File: src/sv/csm_pkg.sv
// ----------------------------------------------------------------------------
// csm_pkg: shared types and constants for the column softmax unit
// Widths, exponential constants and the 2^(-h/16) table.
// ----------------------------------------------------------------------------
package csm_pkg;
  localparam int ROWS = 16;
  localparam int IDX_W = $clog2(ROWS);
  localparam int CNT_W = $clog2(ROWS + 1);
  localparam int SCORE_W = 16;
  localparam int PROB_W = 17;
  localparam int EXP_W = 17;
  localparam int SUM_W = EXP_W + CNT_W;
  localparam logic [16:0] LOG2E_Q16 = 17'd94548;
  localparam logic [15:0] LN2_Q16 = 16'd45426;
  localparam logic [16:0] ONE_Q16 = 17'd65536;

  function automatic logic [16:0] pow2_frac(input logic [3:0] h);
    logic [16:0] r;
    case (h)
      4'd0: r = 17'd65536;
      4'd1: r = 17'd62757;
      4'd2: r = 17'd60097;
      4'd3: r = 17'd57549;
      4'd4: r = 17'd55109;
      4'd5: r = 17'd52773;
      4'd6: r = 17'd50535;
      4'd7: r = 17'd48393;
      4'd8: r = 17'd46341;
      4'd9: r = 17'd44376;
      4'd10: r = 17'd42495;
      4'd11: r = 17'd40693;
      4'd12: r = 17'd38968;
      4'd13: r = 17'd37316;
      4'd14: r = 17'd35734;
      default: r = 17'd34219;
    endcase
    return r;
  endfunction
endpackage

File: src/sv/csm_if.sv
// ----------------------------------------------------------------------------
// csm_if: valid/ready channels for scores and probabilities
// One interface per channel direction, each with source and sink modports.
// ----------------------------------------------------------------------------
interface csm_score_if;
  logic valid;
  logic ready;
  logic signed [csm_pkg::SCORE_W-1:0] score;
  logic last_in_column;
  modport source (output valid, output score, output last_in_column, input ready);
  modport sink (input valid, input score, input last_in_column, output ready);
endinterface

interface csm_prob_if;
  logic valid;
  logic ready;
  logic [csm_pkg::PROB_W-1:0] probability;
  logic [3:0] row_index;
  logic last_of_column;
  logic overflow;
  modport source (output valid, output probability, output row_index,
                  output last_of_column, output overflow, input ready);
  modport sink (input valid, input probability, input row_index,
                input last_of_column, input overflow, output ready);
endinterface

File: src/sv/csm_divider.sv
// ----------------------------------------------------------------------------
// csm_divider: restoring divider, one quotient bit per cycle
// Computes round-half-up (e << 16) / sum.
// ----------------------------------------------------------------------------
module csm_divider (
  input  logic clk,
  input  logic rst,
  input  logic start,
  input  logic [csm_pkg::EXP_W-1:0] e,
  input  logic [csm_pkg::SUM_W-1:0] sum,
  output logic done,
  output logic [csm_pkg::PROB_W-1:0] quotient
);
  localparam int NUM_W = csm_pkg::EXP_W + 16 + 1;
  localparam int STEPS = NUM_W;
  localparam int STEP_W = $clog2(STEPS + 1);

  logic [NUM_W-1:0] num;
  logic [NUM_W-1:0] quo;
  logic [csm_pkg::SUM_W:0] rem;
  logic [csm_pkg::SUM_W-1:0] den;
  logic [STEP_W-1:0] steps;
  logic busy;
  logic [csm_pkg::SUM_W:0] trial;

  assign trial = {rem[csm_pkg::SUM_W-1:0], num[NUM_W-1]};
  assign quotient = quo[csm_pkg::PROB_W-1:0];

  always_ff @(posedge clk) begin
    if (rst) begin
      busy <= 1'b0;
      done <= 1'b0;
    end else begin
      done <= 1'b0;
      if (start) begin
        // numerator = (e << 16) + (sum >> 1)
        num <= {1'b0, e, 16'd0} + NUM_W'(sum >> 1);
        den <= sum;
        rem <= '0;
        quo <= '0;
        steps <= STEP_W'(STEPS);
        busy <= 1'b1;
      end else if (busy) begin
        num <= {num[NUM_W-2:0], 1'b0};
        if (trial >= {1'b0, den}) begin
          rem <= trial - {1'b0, den};
          quo <= {quo[NUM_W-2:0], 1'b1};
        end else begin
          rem <= trial;
          quo <= {quo[NUM_W-2:0], 1'b0};
        end
        steps <= steps - 1'b1;
        if (steps == STEP_W'(1)) begin
          busy <= 1'b0;
          done <= 1'b1;
        end
      end
    end
  end
endmodule

File: src/sv/column_softmax_unit.sv
// ----------------------------------------------------------------------------
// column_softmax_unit: max-subtracted softmax over one matrix column
// Stores a column of Q5.10 scores, then emits floored Q1.16 probabilities.
// ----------------------------------------------------------------------------
// channel     dir  payload
// in_ch       in   score (s16 Q5.10), last_in_column
// out_ch      out  probability (u17 Q1.16), row_index, last_of_column, overflow
// cfg         in   cfg_we / cfg_data: probability_floor
//
// A non-last score is accepted and the input stays ready. After the last score
// each stored row passes S_READ and S_E1 to S_E6 to form exp(score - max) on
// one shared 17x17 multiplier (pass one, building the sum), then pass two:
// S_LOAD, S_DIV (divider start), S_WAIT for the 34-step divider, S_EMIT with
// the output register. Input stays not ready until out_ch.ready takes the
// column's last result. Reset is synchronous, clears control and column
// state and sets the floor to 1; the score store is not cleared.
module column_softmax_unit (
  input  logic clk,
  input  logic rst,
  csm_score_if.sink in_ch,
  csm_prob_if.source out_ch,
  input  logic cfg_we,
  input  logic [csm_pkg::PROB_W-1:0] cfg_data
);
  typedef enum logic [3:0] {
    S_COLLECT, S_READ, S_E1, S_E2, S_E3, S_E4, S_E5, S_E6,
    S_LOAD, S_DIV, S_WAIT, S_EMIT
  } state_t;

  state_t state;
  logic signed [csm_pkg::SCORE_W-1:0] score_store [csm_pkg::ROWS];
  logic [csm_pkg::EXP_W-1:0] e_store [csm_pkg::ROWS];
  logic [csm_pkg::CNT_W-1:0] entry_count;
  logic signed [csm_pkg::SCORE_W-1:0] running_max;
  logic overflow_seen;
  logic [csm_pkg::PROB_W-1:0] floor_reg;
  logic [csm_pkg::IDX_W-1:0] row;
  logic [csm_pkg::SUM_W-1:0] sum;
  logic signed [csm_pkg::SCORE_W-1:0] rd_score;
  logic [csm_pkg::EXP_W-1:0] e_rd;

  // exponential working registers
  logic [16:0] xdiff;
  logic [23:0] u;
  logic [11:0] a;
  logic [16:0] p;
  logic [16:0] m;

  // shared multiplier
  logic [16:0] mul_a;
  logic [16:0] mul_b;
  logic [33:0] mul_p;
  assign mul_p = mul_a * mul_b;

  logic div_start;
  logic div_done;
  logic [csm_pkg::PROB_W-1:0] div_q;

  csm_divider u_div (
    .clk(clk), .rst(rst), .start(div_start), .e(e_rd), .sum(sum),
    .done(div_done), .quotient(div_q)
  );

  // floor above one saturates to one
  logic [csm_pkg::PROB_W-1:0] floor_v;
  assign floor_v = (floor_reg > csm_pkg::ONE_Q16) ? csm_pkg::ONE_Q16 : floor_reg;

  logic [csm_pkg::PROB_W-1:0] prob;
  assign prob = (div_q < floor_v) ? floor_v : div_q;

  logic [csm_pkg::CNT_W-1:0] last_row;
  logic is_last_row;
  assign last_row = entry_count - 1'b1;
  assign is_last_row = ({1'b0, row} == last_row);

  assign in_ch.ready = (state == S_COLLECT);
  assign div_start = (state == S_DIV);

  // integer part k of x*log2(e); beyond 16 the exponential rounds to zero
  logic [7:0] k;
  logic [4:0] kshift;
  logic [17:0] m_rnd;
  logic [csm_pkg::EXP_W-1:0] e_calc;
  assign k = u[23:16];
  assign kshift = k[4:0];
  assign m_rnd = ({1'b0, m} + (18'd1 << (kshift - 5'd1))) >> kshift;

  always_comb begin
    if (k > 8'd16) begin
      e_calc = '0;
    end else if (k == 8'd0) begin
      e_calc = m;
    end else begin
      e_calc = m_rnd[csm_pkg::EXP_W-1:0];
    end
  end

  always_comb begin
    case (state)
      S_E2: begin
        mul_a = xdiff;
        mul_b = csm_pkg::LOG2E_Q16;
      end
      S_E3: begin
        mul_a = {5'd0, u[11:0]};
        mul_b = {1'b0, csm_pkg::LN2_Q16};
      end
      S_E4: begin
        mul_a = {5'd0, a};
        mul_b = {5'd0, a};
      end
      S_E5: begin
        mul_a = csm_pkg::pow2_frac(u[15:12]);
        mul_b = p;
      end
      default: begin
        mul_a = '0;
        mul_b = '0;
      end
    endcase
  end

  always_ff @(posedge clk) begin
    // registered reads of both stores at the current row
    rd_score <= score_store[row];
    e_rd <= e_store[row];
    if (rst) begin
      state <= S_COLLECT;
      entry_count <= '0;
      running_max <= {1'b1, 15'd0};
      overflow_seen <= 1'b0;
      out_ch.valid <= 1'b0;
      floor_reg <= 17'd1;
      row <= '0;
      sum <= '0;
    end else begin
      if (cfg_we) floor_reg <= cfg_data;
      case (state)
        S_COLLECT: begin
          if (in_ch.valid) begin
            // store while there is room, else drop and flag the column
            if (entry_count < csm_pkg::CNT_W'(csm_pkg::ROWS)) begin
              score_store[entry_count[csm_pkg::IDX_W-1:0]] <= in_ch.score;
              if (in_ch.score > running_max) running_max <= in_ch.score;
              entry_count <= entry_count + 1'b1;
            end else begin
              overflow_seen <= 1'b1;
            end
            // a dropped last entry still ends the column
            if (in_ch.last_in_column) begin
              row <= '0;
              sum <= '0;
              state <= S_READ;
            end
          end
        end
        S_READ: begin
          // rd_score for this row lands at the end of this cycle
          state <= S_E1;
        end
        S_E1: begin
          xdiff <= {running_max[15], running_max} - {rd_score[15], rd_score};
          state <= S_E2;
        end
        S_E2: begin
          u <= 24'((mul_p + 35'd512) >> 10);
          state <= S_E3;
        end
        S_E3: begin
          a <= 12'((mul_p + 34'd32768) >> 16);
          state <= S_E4;
        end
        S_E4: begin
          p <= csm_pkg::ONE_Q16 - {5'd0, a} + 17'((mul_p + 34'd65536) >> 17);
          state <= S_E5;
        end
        S_E5: begin
          m <= 17'((mul_p + 34'd32768) >> 16);
          state <= S_E6;
        end
        S_E6: begin
          // keep the exponential for pass two and build the sum
          e_store[row] <= e_calc;
          sum <= sum + {{(csm_pkg::SUM_W - csm_pkg::EXP_W){1'b0}}, e_calc};
          if (is_last_row) begin
            row <= '0;
            state <= S_LOAD;
          end else begin
            row <= row + 1'b1;
            state <= S_READ;
          end
        end
        S_LOAD: begin
          state <= S_DIV;
        end
        S_DIV: begin
          state <= S_WAIT;
        end
        S_WAIT: begin
          if (div_done) begin
            out_ch.probability <= prob;
            out_ch.row_index <= row;
            out_ch.last_of_column <= is_last_row;
            out_ch.overflow <= overflow_seen;
            out_ch.valid <= 1'b1;
            state <= S_EMIT;
          end
        end
        S_EMIT: begin
          // hold the transaction until taken, then advance or close the column
          if (out_ch.ready) begin
            out_ch.valid <= 1'b0;
            if (is_last_row) begin
              entry_count <= '0;
              running_max <= {1'b1, 15'd0};
              overflow_seen <= 1'b0;
              row <= '0;
              state <= S_COLLECT;
            end else begin
              row <= row + 1'b1;
              state <= S_LOAD;
            end
          end
        end
        default: state <= S_COLLECT;
      endcase
    end
  end
endmodule

File: src/flat_wrapper.sv
// flat-port wrapper written by rule: the top's interface ports become plain ports
module column_softmax_unit_flat 
  (clk, rst, cfg_we, cfg_data, in_ch_valid, in_ch_score, in_ch_last_in_column, in_ch_ready, out_ch_valid, out_ch_probability, out_ch_row_index, out_ch_last_of_column, out_ch_overflow, out_ch_ready);
  csm_score_if in_ch_i ();
  csm_prob_if out_ch_i ();
  input  logic clk;
  input  logic rst;
  input  logic cfg_we;
  input  logic [csm_pkg::PROB_W-1:0] cfg_data;
  input wire logic [$bits(in_ch_i.valid)-1:0] in_ch_valid;
  input wire logic [$bits(in_ch_i.score)-1:0] in_ch_score;
  input wire logic [$bits(in_ch_i.last_in_column)-1:0] in_ch_last_in_column;
  output wire logic [$bits(in_ch_i.ready)-1:0] in_ch_ready;
  output wire logic [$bits(out_ch_i.valid)-1:0] out_ch_valid;
  output wire logic [$bits(out_ch_i.probability)-1:0] out_ch_probability;
  output wire logic [$bits(out_ch_i.row_index)-1:0] out_ch_row_index;
  output wire logic [$bits(out_ch_i.last_of_column)-1:0] out_ch_last_of_column;
  output wire logic [$bits(out_ch_i.overflow)-1:0] out_ch_overflow;
  input wire logic [$bits(out_ch_i.ready)-1:0] out_ch_ready;
  assign in_ch_i.valid = in_ch_valid;
  assign in_ch_i.score = in_ch_score;
  assign in_ch_i.last_in_column = in_ch_last_in_column;
  assign in_ch_ready = in_ch_i.ready;
  assign out_ch_valid = out_ch_i.valid;
  assign out_ch_probability = out_ch_i.probability;
  assign out_ch_row_index = out_ch_i.row_index;
  assign out_ch_last_of_column = out_ch_i.last_of_column;
  assign out_ch_overflow = out_ch_i.overflow;
  assign out_ch_i.ready = out_ch_ready;
  column_softmax_unit u_core (.clk(clk), .rst(rst), .in_ch(in_ch_i), .out_ch(out_ch_i), .cfg_we(cfg_we), .cfg_data(cfg_data));
endmodule
File: config.mk
export PLATFORM = sky130hd
export DESIGN_NAME = column_softmax_unit_flat
export DESIGN_NICKNAME = d
export VERILOG_FILES = /design/src/sv/csm_pkg.sv /design/src/sv/csm_if.sv /design/src/sv/csm_divider.sv /design/src/sv/column_softmax_unit.sv /design/src/flat_wrapper.sv
export SDC_FILE = /design/constraint.sdc
export NUM_CORES = 2
export LEC_CHECK = 0
export ABC_CLOCK_PERIOD_IN_PS = 13100
export BUFFER_PORTS_ARGS = -buffer_cell sky130_fd_sc_hd__buf_2
export CAP_MARGIN = 0
export CORE_UTILIZATION = 64
export DETAILED_ROUTE_END_ITERATION = 10
export MAX_ROUTING_LAYER = met4
export PLACE_DENSITY = 0.93
export SLEW_MARGIN = 20
export SYNTH_ARGS = -nofsm -noshare
export SYNTH_HDL_FRONTEND = slang
export SYNTH_SLANG_ARGS = --single-unit
File: constraint.sdc
create_clock -name clk -period 13.1 [get_ports clk]
set_input_delay 1.965 -clock clk [delete_from_list [all_inputs] [get_ports clk]]
set_output_delay 1.965 -clock clk [all_outputs]
set_load 0.05 [all_outputs]
==> Word-level counts from Yosys, hierarchy flattened <==
Memory sizes are Yosys's and may differ from the RTL's. A register that Yosys moved wholly into a read port is not among the register bits.
Cells that the tools add are included.
{ "op_classes": {"add_sub_neg": 15, "multipliers": 1, "n_lt_le_gt_ge": 6, "eq_ne": 21, "shift": 2, "muxes": 60, "n_bitwise": 2, "n_reduce_logical": 23} }
{ "op_table": {"columns": ["cell", "n"], "rows": [
  ["$pmux 17 s4", 2],
  ["$mux 22", 4],
  ["$mux 17", 5],
  ["$mux 16", 5],
  ["$mux 34", 2],
  ["$pmux 4 s12", 1],
  ["$mux 4", 11],
  ["$pmux 22 s2", 1],
  ["$add 33x21->34", 1],
  ["$add 34x10->34 const B", 1],
  ["$add 34x17->34 const B", 1],
  ["$mul 17x17->34", 1],
  ["$add 33x16->33 const B", 1],
  ["$pmux 16 s2", 1],
  ["$ge 23x22->1", 1],
  ["$add 22x17->22", 1],
  ["$sub 22x22->22", 1],
  ["$mux 5", 4],
  ["$mux 1", 19],
  ["$add 17x18->18", 1],
  ["$shl 1x5->18 const A", 1],
  ["$shr 18x5->17", 1],
  ["$add 17x17->17", 1],
  ["$gt 17x17->1 const B", 1],
  ["other kinds (33)", 62]
]} }
{ "word_totals": {"reg_bits": 283, "mem_bits_rw": 528, "mem_bits_ro": 272, "input_bits": 39, "n_memories": 3} }
{ "mem_list": {"columns": ["memory", "words", "word_bits", "rd", "rd_clocked_by_memory_dff", "write_ports", "line", "rtl"], "rows": [
  ["(name not given)", 16, 17, 1, 1, 0, "csm_pkg.sv:19", "case (h)"],
  ["u_core.e_store", 16, 17, 1, 1, 1, "column_softmax_unit.sv:32", "logic [csm_pkg::EXP_W-1:0] e_store [csm_pkg::ROWS];"],
  ["u_core.score_store", 16, 16, 1, 1, 1, "column_softmax_unit.sv:31", "logic signed [csm_pkg::SCORE_W-1:0] score_store [csm_pkg::ROWS];"]
]} }

==> Logic depth before layout (Yosys ltp) <==
{ "depth": {"ltp_word": 8, "depth_mapped": 45} }

==> Modules after synthesis <==
A second synthesis with hierarchy kept.
{ "hier_totals": {"hier_cells": 4031, "hier_area_um2": 50024.2} }
{ "by_module_without_submodules": {"columns": ["mod", "instances", "cells_per_inst", "area_per_inst_um2", "seq_area_each_um2"], "rows": [
  ["column_softmax_unit", 1, 3532, 44244.9, 21560.7],
  ["csm_divider", 1, 499, 5779.3, 3072.9]
]} }

==> Least setup slack after synthesis <==
OpenSTA, ideal clock, no wires.
{ "synth_path": {"kind": "reg-to-reg", "start": "register u_core.state[0]", "end": "register u_core.p[15], data pin", "setup_ns": 0.258, "t_arrival_ns": 9.733, "setup_slack_ns": 3.110, "path_stages_with_launch": 42, "path_buffers": 4, "period_less_slack_ns": 9.990, "path_cell_list": "dfxtp_1 > clkbuf_1 > nand2_1 > nor3_1 > clkbuf_1 > buf_1 > a21o_1 > clkbuf_1 > nand2_1 > fa_1 > fa_1 > inv_1 > fa_1 > fa_1 > fa_1 > inv_1 > fa_1 > inv_1 > (+6 left out) > ha_1 > nand2_1 > nor3_1 > xor2_1 > ha_1 > ha_1 > a21o_1 > a21oi_1 > o21bai_1 > a21oi_1 > o21bai_1 > a21oi_1 > o21bai_1 > a21oi_1 > o21ai_0 > a21o_1 > a21oi_1 > xnor2_1"} }
{ "synth_via": {"elab_chain_len": 5} }
{ "synth_lines": {"columns": ["item", "line", "rtl"], "rows": [
  ["start, declared", "column_softmax_unit.sv:30", "state_t state;"],
  ["start signal, assigned", "column_softmax_unit.sv:128", "state <= S_COLLECT;"],
  ["start signal, assigned", "column_softmax_unit.sv:153", "state <= S_READ;"],
  ["start signal, assigned", "column_softmax_unit.sv:159", "state <= S_E1;"],
  ["$eq 4x3->1 / $eq 4x2->1 (equally long branches)", "column_softmax_unit.sv:99", "case (state)"],
  ["$pmux 17 s4", "column_softmax_unit.sv:99", null],
  ["$mul 17x17->34 (*)", "column_softmax_unit.sv:53", "assign mul_p = mul_a * mul_b;"],
  ["$add 34x17->34 (*)", "column_softmax_unit.sv:174", "p <= csm_pkg::ONE_Q16 - {5'd0, a} + 17'((mul_p + 34'd65536) >> 17);"],
  ["$add 17x17->17 (*)", "column_softmax_unit.sv:174", null],
  ["end signal, assigned", "column_softmax_unit.sv:174", null],
  ["end, declared", "column_softmax_unit.sv:46", "logic [16:0] p;"]
]} }
Mark *: on every way between the ends. The rest lies on a longest branch, timed or not.
A chain may end at the register's enable or synchronous reset.

==> Worst setup path after layout <==
{ "layout_path": {"start": "register u_core.state[1]", "end": "register u_core.p[16], data pin"} }
The elaborated chain is that of the path after synthesis.

==> qor.yml <==
run_status: "finished clean"
postPlaceCellArea_um2: 50900
finalWorstSetupSlack_ns: 1.39
slowest_delay_ns: 0.73
slew_violations: 0
cts_sinks: 861
cts_buffers: 81
max_slew_margin_pct: 27.1
syn_inst: 3977
place_congestion: 1.03
rsz0062_at_grt: "false"
syn_to_final_growth_pct: 9.26
fmax_ghz: 0.0854
antenna_found_initial: 2
dp.cells: 4986
fin_skew_ns: 0.0423
period_needed_ns: 11.71
largest_reg_flops: 272
grt_max_degree: 125
cts_tree: "yes"
synth_warnings: 0
drtIter0Drc: 5387
ys_ff_latch: 861
syn-cell-area_um2: 49100
top_register: "u_core.e_store"
io_pins: 64
synth_mux_area_share_pct: 9.34
cts_htree_levels: 3
critPathKind: "reg -> reg"
start_util_pct: 64.7
die-area_um2: 77900
avgSynthCellArea_um2: 12.4
leakagePower_nw: 20.8
clk_pin_slew_worst_paths_ns: 0.08
fin_crit_sh_pct: 89.4
tightest_slew_ns: 1.09
postRouteAntennaNets: 0
postCtsSetupBuffers: 0
core_region_area_um2: 75900
hpwl_um: 87600
cts_hold_buffers: 0
fin_nets: 4567
cts_resized: 0
synth_compound_area_share_pct: 6.86
power.density_nw_per_um2: 110
num_vias: 35000
arrival_ns: 12.11
chipWidth_um: 279
crit_top_cell: "fa_1"
clk_path_buf_depth: 3
critPathRequiredTime_ns: 13.49
start_kind: "flip-flop"
slowest_stage: "nor3_2"
synth_top_family_by_area: "adder cells"
yosys.area_share.simple_pct: 9.77
drive_gt1_share_pct: 12.9
firstDrtPassIters: 9
root_buffer: "clkbuf_16"
max_cap_viol_count: 0
endpoint_kind: "flip-flop"
grt_pass1_wl_um: 213000
drc: 0
num_rows: 101
synthFlopType: "edfxtp_1"
tns_ns: 0
finalSetupViolCount: 0
insertion_delay_ns: 0.65
synth-edff-count: 739
final_cells: 5140
cp_max_fo: 21
yosys.area_share.adder_pct: 15.9
async_flop_share_pct: 0
synthesis.nets: 4505
synth_cell_type_count: 99
grt_overflow: 0
hold_path.class: "reg -> reg"
fillerInstances: 4474
wire_per_inst_um: 27.6
final-hold-violation-count: 0
ir_worst_vdd_mv: 0.199
grt.total_usage_pct: 37.8
portBuffers: 63
post-route-cell-area_um2: 53700
dp_slack_ns: 1.72
ys_seq_area_share_pct: 50.1
routed_wl_um: 142000
synth_xor_area_share_pct: 3.34
die_h_um: 279
avgViaCountPerCell: 6.81
grt_pass1_vias: 35100
[critical path, delay by kind of cell (launching register included)]
family	cells	cell delay, ns
buffers and inverters	4	0.52
XOR/XNOR	4	0.95
AND/OR/NAND/NOR	11	2.88
flip-flops	1	0.72
AO/OA/AOI/OAI	9	1.87
adder cells (fa/ha/maj)	10	4.47
[cells in the mapped netlist (32+ instances only)]
| library cell | instances | share of area (%) |
|---|---|---|
| xnor2_1 | 114 | 2.0 |
| mux2i_1 | 60 | 1.2 |
| a22oi_1 | 32 | 0.49 |
| nor2_1 | 374 | 2.9 |
| o21ai_0 | 88 | 0.90 |
| inv_1 | 441 | 3.4 |
| mux4_2 | 165 | 7.6 |
| ha_1 | 261 | 6.6 |
| a21o_1 | 38 | 0.58 |
| dfxtp_1 | 122 | 5.0 |
| a21oi_1 | 128 | 1.3 |
| fa_1 | 228 | 9.3 |
| xor2_1 | 66 | 1.2 |
| edfxtp_1 | 739 | 45 |
| nand3_1 | 55 | 0.56 |
| nor3_1 | 50 | 0.51 |
| nand2_1 | 441 | 3.4 |
| clkbuf_1 | 126 | 0.96 |
[path summary, 6_finish.rpt]
kind                                           start                     end  slack, ns  cells past startpoint
worst max-delay path                 u_core.state[1]            u_core.p[16]       1.39                     38
worst min-delay path            u_core.overflow_seen  u_core.out_ch.overflow       0.50                      0
worst max register to register       u_core.state[1]            u_core.p[16]       1.39                     38
worst min register to register  u_core.overflow_seen  u_core.out_ch.overflow       0.50                      0
[placed cells by master (no fill, tap or decap), drive strengths merged, types with 30 or more instances in the layout]
cell and n:
clkbuf 105, a21oi 131, xor2 67, edfxtp 739, a21o 39, nor3 50
dfxtp 122, mux2i 60, inv 446, fa 228, nor2 376, mux4 165
nand2 441, a22oi 32, o21ai 94, ha 261, nand3 58, buf 134
xnor2 115, o21a 30
[routing by layer]
layer	vias up	track usage (%)	wire length [um]
met1	16800	46.1	47400
met5	-	-	0
met4	0	21.6	10300
met3	864	8.56	18000
li1	14100	-	-
met2	3190	58.6	66000
[metrics by stage]
stage	utilization [%]	hold WS, ns	power, mW
detailed placement	67.0	0.456	3.47
global route	70.7	0.509	6.01
finish	70.7	0.495	5.91
CTS	70.6	0.482	5.88
global placement	67.0	0.448	3.44
floorplan	-	0.403	3.35
[area by class of cell]
cell class / count / area (um2) / share of cell area [%]
flip-flops and latches: 861 / 24600 / 45.9
multi-input cells: 2519 / 22500 / 41.9
clock buffers: 105 / 2220 / 4.14
inverters: 442 / 1660 / 3.09
well taps: 1030 / 1290 / 2.40
repair buffers: 134 / 861 / 1.60
clock inverters: 46 / 489 / 0.912
diodes: 3 / 7.51 / 0.0140
[cells by family (layout without fill, tap and decap cells)]
logic type | count (synthesis) | in the layout
xor gates and xnor gates | 183 | 183
adders and majority gates | 489 | 489
DFF | 861 | 861
muxes | 249 | 249
and+or+nand+nor | 1099 | 1099
buffers and inverters | 597 | 727
AOI/OAI and AO/OA | 499 | 499
other | 0 | 3
[report_power, final]
part	leakage, nW	switching [mW]	internal [mW]
registers	7.78	0.0381	2.99
logic	11.7	0.241	0.188
clock network	1.30	1.11	1.35
No activity file was read; power rests on OpenSTA's default activity.
